## src/hw/rtl/svt_pkg.sv

```systemverilog
// Shared constants, types and functions of the stereo triangulation pipeline.
`timescale 1ns / 1ps

package svt_pkg;

  // Rotation count of the sine/cosine cells.
  localparam int CORDIC_STEPS = 16;
  localparam int TABLE_LEN    = 24;
  localparam int NSTEP        = (CORDIC_STEPS > TABLE_LEN) ? TABLE_LEN : CORDIC_STEPS;

  // Datapath widths.
  localparam int XY_W  = 20;   // CORDIC vector components
  localparam int Z_W   = 28;   // CORDIC angle accumulator
  localparam int NUM_W = 41;   // dividend magnitude: B * |sin| * 2^15
  localparam int DEN_W = 16;   // divisor magnitude |sin(AO)|
  localparam int P_W   = 58;   // Q30 products and sums

  // Start vector 0.60725 in Q1.15.
  localparam logic signed [XY_W-1:0] CORDIC_K = XY_W'(19898);

  // Result status codes.
  localparam logic [1:0] ST_OK       = 2'd0;
  localparam logic [1:0] ST_PARALLEL = 2'd1;
  localparam logic [1:0] ST_SAT      = 2'd2;

  // One CORDIC lane: vector, residual angle and fold flag.
  typedef struct packed {
    logic [XY_W-1:0] x;
    logic [XY_W-1:0] y;
    logic [Z_W-1:0]  z;
    logic            neg;
  } cord_lane_t;

  // Word carried along the CORDIC chain.
  typedef struct packed {
    cord_lane_t  al;
    cord_lane_t  ar;
    cord_lane_t  ao;
    logic [10:0] b;
    logic        par;
  } cord_t;

  // Word carried along the divider chain.
  typedef struct packed {
    logic [NUM_W-1:0] nq;
    logic [DEN_W-1:0] rem;
    logic [DEN_W-1:0] den;
    logic             neg;
    logic [15:0]      sal;
    logic [15:0]      cal;
    logic [10:0]      b;
    logic             par;
  } div_t;

  // Arctangent of 2^-i in units of 1/4096 of 0.01 degree.
  function automatic logic [Z_W-1:0] atan_val(input logic [4:0] i);
    logic [Z_W-1:0] v;
    unique case (i)
      5'd0:  v = Z_W'(18432000);
      5'd1:  v = Z_W'(10881045);
      5'd2:  v = Z_W'(5749245);
      5'd3:  v = Z_W'(2918407);
      5'd4:  v = Z_W'(1464867);
      5'd5:  v = Z_W'(733147);
      5'd6:  v = Z_W'(366663);
      5'd7:  v = Z_W'(183343);
      5'd8:  v = Z_W'(91673);
      5'd9:  v = Z_W'(45837);
      5'd10: v = Z_W'(22918);
      5'd11: v = Z_W'(11459);
      5'd12: v = Z_W'(5730);
      5'd13: v = Z_W'(2865);
      5'd14: v = Z_W'(1432);
      5'd15: v = Z_W'(716);
      5'd16: v = Z_W'(358);
      5'd17: v = Z_W'(179);
      5'd18: v = Z_W'(90);
      5'd19: v = Z_W'(45);
      5'd20: v = Z_W'(22);
      5'd21: v = Z_W'(11);
      5'd22: v = Z_W'(6);
      5'd23: v = Z_W'(3);
      default: v = '0;
    endcase
    return v;
  endfunction

  // Wrap an angle to [-180, 180), fold it into [-90, 90] and load a lane.
  function automatic cord_lane_t fold_angle(input logic signed [16:0] a);
    logic signed [16:0] r;
    cord_lane_t l;
    r = a;
    l.neg = 1'b0;
    if (r >= 17'sd18000) r = r - 17'sd36000;
    if (r < -17'sd18000) r = r + 17'sd36000;
    if (r > 17'sd9000) begin
      r = r - 17'sd18000;
      l.neg = 1'b1;
    end else if (r < -17'sd9000) begin
      r = r + 17'sd18000;
      l.neg = 1'b1;
    end
    l.x = CORDIC_K;
    l.y = '0;
    l.z = Z_W'(r) <<< 12;
    return l;
  endfunction

  // One rotation step with arithmetic shifts.
  function automatic cord_lane_t rotate(input cord_lane_t l, input logic [4:0] i);
    logic signed [XY_W-1:0] xs;
    logic signed [XY_W-1:0] ys;
    cord_lane_t o;
    xs = $signed(l.x) >>> i;
    ys = $signed(l.y) >>> i;
    o.neg = l.neg;
    if (!l.z[Z_W-1]) begin
      o.x = $signed(l.x) - ys;
      o.y = $signed(l.y) + xs;
      o.z = $signed(l.z) - $signed(atan_val(i));
    end else begin
      o.x = $signed(l.x) + ys;
      o.y = $signed(l.y) - xs;
      o.z = $signed(l.z) + $signed(atan_val(i));
    end
    return o;
  endfunction

  // Undo the fold and clamp one component to Q1.15.
  function automatic logic [15:0] clamp_q15(input logic [XY_W-1:0] v, input logic neg);
    logic signed [XY_W:0] t;
    logic [15:0] r;
    t = neg ? -($signed({v[XY_W-1], v})) : $signed({v[XY_W-1], v});
    if (t > (XY_W+1)'(32767))       r = 16'h7fff;
    else if (t < -(XY_W+1)'(32768)) r = 16'h8000;
    else                            r = t[15:0];
    return r;
  endfunction

endpackage

```

## src/hw/rtl/svt_div_cell.sv

```systemverilog
// One restoring-division cell: produces one quotient bit of RS.
`timescale 1ns / 1ps

module svt_div_cell (
  input  logic         clk_i,
  input  logic         rst_ni,
  input  logic         en_i,
  input  logic         valid_i,
  input  svt_pkg::div_t data_i,
  output logic         valid_o,
  output svt_pkg::div_t data_o
);

  logic          valid_q;
  svt_pkg::div_t data_q, data_d;
  logic [svt_pkg::DEN_W:0] trial;
  logic                    qbit;

  // Bring down the next dividend bit and try a subtraction.
  always_comb begin
    trial  = {data_i.rem, data_i.nq[svt_pkg::NUM_W-1]};
    qbit   = (trial >= {1'b0, data_i.den});
    data_d = data_i;
    if (qbit) begin
      data_d.rem = svt_pkg::DEN_W'(trial - {1'b0, data_i.den});
    end else begin
      data_d.rem = trial[svt_pkg::DEN_W-1:0];
    end
    data_d.nq = {data_i.nq[svt_pkg::NUM_W-2:0], qbit};
  end

  always_ff @(posedge clk_i or negedge rst_ni) begin
    if (!rst_ni) begin
      valid_q <= 1'b0;
    end else if (en_i) begin
      valid_q <= valid_i;
    end
  end

  always_ff @(posedge clk_i) begin
    if (en_i) begin
      data_q <= data_d;
    end
  end

  assign valid_o = valid_q;
  assign data_o  = data_q;

endmodule

```

## config.mk

```make
export PLATFORM = sky130hd
export DESIGN_NAME = svt_div_cell
export DESIGN_NICKNAME = d
export VERILOG_FILES = /design/src/hw/rtl/svt_pkg.sv /design/src/hw/rtl/svt_div_cell.sv
export SDC_FILE = /design/constraint.sdc
export NUM_CORES = 1
export LEC_CHECK = 0
export ABC_AREA = 0
export BUFFER_PORTS_ARGS = -buffer_cell sky130_fd_sc_hd__buf_2
export CORE_AREA = 2 2 102 104
export CTS_CLUSTER_SIZE = 12
export DETAILED_ROUTE_END_ITERATION = 8
export DIE_AREA = 0 0 104 106
export GPL_TIMING_DRIVEN = 0
export PLACE_DENSITY = 0.84
export SYNTH_ARGS = -nofsm -noshare
export SYNTH_HDL_FRONTEND = slang
export SYNTH_SLANG_ARGS = --single-unit
```

## constraint.sdc

```tcl
create_clock -name clk_i -period 2.6 [get_ports clk_i]
set_clock_uncertainty 0.2 [all_clocks]
set_input_delay 0.13 -clock clk_i [delete_from_list [all_inputs] [get_ports clk_i]]
set_output_delay 0.13 -clock clk_i [all_outputs]
set_load 0.05 [all_outputs]
```

==> Word-level counts from Yosys, hierarchy flattened <==
Index checks and enable logic that the tools add are counted.
{ "totals": {"regBits": 119, "latchBits": 0, "ram_bits": 0, "mem_bits_ro": 0, "inputBits": 122, "output_inout_bits": 119, "elab_cells": 12, "n_memories": 0} }
{ "op_classes": {"add_sub_neg": 1, "mul": 0, "div_mod_pow": 0, "magnitude_cmp": 1, "eq_ne": 0, "shift": 0, "n_mux": 1, "bitwise_logic": 0, "n_reduce_logical": 0} }
{ "op_table": {"columns": ["op", "n"], "rows": [
  ["greater-or-equal comparator 17 x 16 -> 1 bit", 1],
  ["2-to-1 mux 16 bit", 1],
  ["subtractor 16 bit", 1]
]} }

==> Longest topological paths before layout <==
{ "logic_depth": {"word_depth": 2, "mapped_depth": 11, "mapped_depth_nobuf": 9} }

==> Least setup slack after synthesis <==
Ideal clock, no wire load.
{ "synth_timing": {"path_type": "input to register", "from": "in data_i[59] in the netlist's numbering", "to": "reg data_q (netlist bit data_o[66]), data pin", "setup_ns": 0.260, "t_arrival_ns": 2.069, "required_ns": 2.140, "path_slack_ns": 0.071, "stages": 11, "n_path_buf": 2, "cell_sequence": "inv_1 > ha_1 > buf_6 > a21o_1 > a211o_1 > a41o_1 > a31oi_4 > o21a_4 > inv_4 > buf_12 > mux2_4"} }
{ "synth_lines": {"columns": ["element", "line", "rtl"], "rows": [
  ["start, declared", "svt_div_cell.sv:9", "input svt_pkg::div_t data_i,"],
  ["end signal, assigned", "svt_div_cell.sv:42", "data_q <= data_d;"],
  ["end, declared", "svt_div_cell.sv:15", "svt_pkg::div_t data_q, data_d;"]
]} }

==> out/results.md <==
- violation count after the first detailed-routing iteration: 448
- average instance area after synthesis: 17.2 um2
- crit path kind: input port to flop
- Sequential Area: 3570 um2
- final worst-path cycle share: 1.00
- Slew Limit Fails: 0
- run status: finished with violations
- total number of yosys warnings: 0
- starting density of the core: 0.474
- number of failing setup endpoints in the final timing report: 3
- DRT Pass-1 Iters: 5
- worst path setup slack after routing: -9.12 ps
- proportion of synthesized chip area in sequential cells: 0.752
- count of maximum capacitance violations: 0
- number of H-tree branching levels: 4
- Routability Congestion: 0.859
- port buffer count: 240
- Arrival @ worst endpoint: 2680 ps
- CP required: 2680 ps
- Detail Route Antenna Nets: 0
- global-route wire length before repair: 26500 um
- layout overhead on the synthesized area: 69.5%
- Tightest Pin Transition: 751 ps
- most common cell in the netlist: edfxtp_1
- initial antenna violation count: 1
- minimum clock period: 2610 ps
- number of buffers created by CTS: 17
- CTS root buffer: clkbuf_8
- Clock Sinks: 119
- Net Count, Synth: 415
- max_slew headroom: 0.499
- post-layout power: 6300 uW
- overall fraction of global-route tracks in use: 0.330
- most common library cells after synthesis: edfxtp_1, inv_1, ha_1
- area of the die: 11000 um2
- Highest Clock Rate: 0.383 GHz
- Post-Synthesis Cells: 276
- Clk pin slew, worst setup/hold paths: 60 ps
- netlist area before placement: 4740 um2
- Clk Latency, worst-skew pair: 520 ps
- routed vias/inst: 5.37
- Post-Place Worst Slack: -198 ps
- dominant combinational cell family by area after synthesis: compound AO/OA/AOI/OAI gates
- Worst Path Max Fanout: 10
- sum of net half-perimeters after detailed placement: 9210 um
- die height: 106 um
- Lkg Pwr: 0.00355 uW
- boundary pin count: 241
- worst voltage drop across the vdd grid: 524 uV
- type of destination of the critical path: flop
- overflow left after global routing: 0
- distinct cell type count after synthesis: 44
- post-synthesis sequential element count: 119
- area of the multi-input gates: 1080 um2
- Routed wire per std cell: 23.5 um
- row count: 37
- vias post-DR: 4359
- proportion of netlist area held by the largest area contributor: 0.747
- most frequently used flop master after synthesis: edfxtp_1
- largest net degree at the start of global routing: 65
- post-synthesis xor/xnor area fraction: 0.0222
- Yosys top cell by area: edfxtp_1
- Critical Path Source Type: input port
- adder-cell share of the synthesized area: 0.0464
- simple-gate portion of the synthesized area: 0.0369
- cell types occupying the most area after synthesis: edfxtp_1, ha_1, mux2_4
- buffers from clock root to sink, at most: 2
- vias in the first global route: 4267
- total power per unit cell area: 783 nW/um2
- standard cell core area: 10000 um2
- share of cells above drive strength 1: 0.450
- Compound-Gate Fraction of Synth Area: 0.0688
- worst hold slack across all endpoints: 44.2 ps
- overall die width: 104 um
- number of remaining DRC errors: 0
- number of nets in the finished design: 801
- failing checks: setup timing
- Filler Cells Inserted: 532
- multiplexer fraction of the synthesized cell area: 0.0435
- Routed WL: 19100 um
- final count of hold timing violations: 0
- CTS tree: done
- sum of negative setup slack: -11.0 ps
- ys async rst share: 0.00840
- EDFF count, synth: 118
- Hold WC Path Type: input port to flop
## cell type report
class / count / area share
inverter: 25 / 0.0120
multi-input combinational: 126 / 0.134
clock inverter: 14 / 0.0216
timing repair buffer: 369 / 0.311
tap: 136 / 0.0212
clock buffer: 18 / 0.0520
buffer: 4 / 0.00482
antenna: 1 / 0.000311
sequential: 119 / 0.444
## timing repair
item                                   in CTS  in global routing
hold buffers                              122                  0
gates resized for setup                     0                 10
endpoints found under the hold margin     174                  0
setup buffers                               0                  6
setup endpoints to repair                   0                 13
## state kept, by name, indices dropped and copies added, names as in the netlist
| name | flops |
|---|---|
| valid_o | 1 |
| data_o | 118 |
## cells by family (layout without fill, tap and decap cells)
group | count (synthesis) | in the layout
flip-flops | 119 | 119
buffers and inverters | 31 | 430
other | 0 | 1
AND/OR/NAND/NOR | 36 | 36
multiplexers | 16 | 16
XOR/XNOR | 12 | 12
AO/OA/AOI/OAI | 45 | 45
adder cells (fa/ha/maj) | 17 | 17
## metal layers
layer	global-route usage	share of wire
met1	0.378	0.36
met2	0.558	0.48
met3	0.116	0.10
met4	0.153	0.057
met5	0	0
## worst paths after layout
kind,depth (start not counted),endpoint,slack [ps],from
max in group asynchronous,3,valid_o,1860,rst_ni
min reg2reg,1,valid_o,310,valid_o
max,11,data_o[70],-9,data_i[52]
min in group asynchronous,3,valid_o,240,rst_ni
max reg2reg,1,valid_o,1660,valid_o
min,4,data_o[63],40,data_i[62]
## cells in the final DEF, fill, tap and decap left out, types with 4 or more instances in the layout
| cell | instances |
|---|---|
| mux2_2 | 5 |
| a21oi_1 | 10 |
| nor2_1 | 9 |
| ha_1 | 11 |
| ha_2 | 4 |
| nand2_1 | 13 |
| inv_1 | 24 |
| buf_4 | 7 |
| edfxtp_1 | 118 |
| o21ai_0 | 7 |
| mux2_4 | 8 |
| clkbuf_16 | 16 |
| dlygate4sd3_1 | 122 |
| xor2_1 | 4 |
| xnor2_1 | 8 |
| clkinvlp_4 | 6 |
| buf_2 | 239 |
## through the flow
stage | instances | utilization | cell area (um2)
6_report | 812 | 0.804 | 8040
2_1_floorplan | 276 | - | 4740
3_3_place_gp | 652 | 0.612 | 6120
5_1_grt | 811 | 0.804 | 8040
3_5_place_dp | 653 | 0.615 | 6150
4_1_cts | 807 | 0.796 | 7960
## worst max-delay path, cell delays in order
cell	delay, ps
dlygate4sd3_1	580
buf_2	150
inv_1	80
ha_2	320
o21ai_0	300
o21bai_2	160
o21ai_1	260
o21a_4	190
inv_4	50
buf_12	150
mux2_4	300
## power breakdown
part / total [uW] / switching (uW) / internal, uW
combinational: 1470 / 1000 / 471
clock: 2440 / 973 / 1470
sequential: 2380 / 69.0 / 2310
Note: power is estimated with default switching activity, not from simulation.
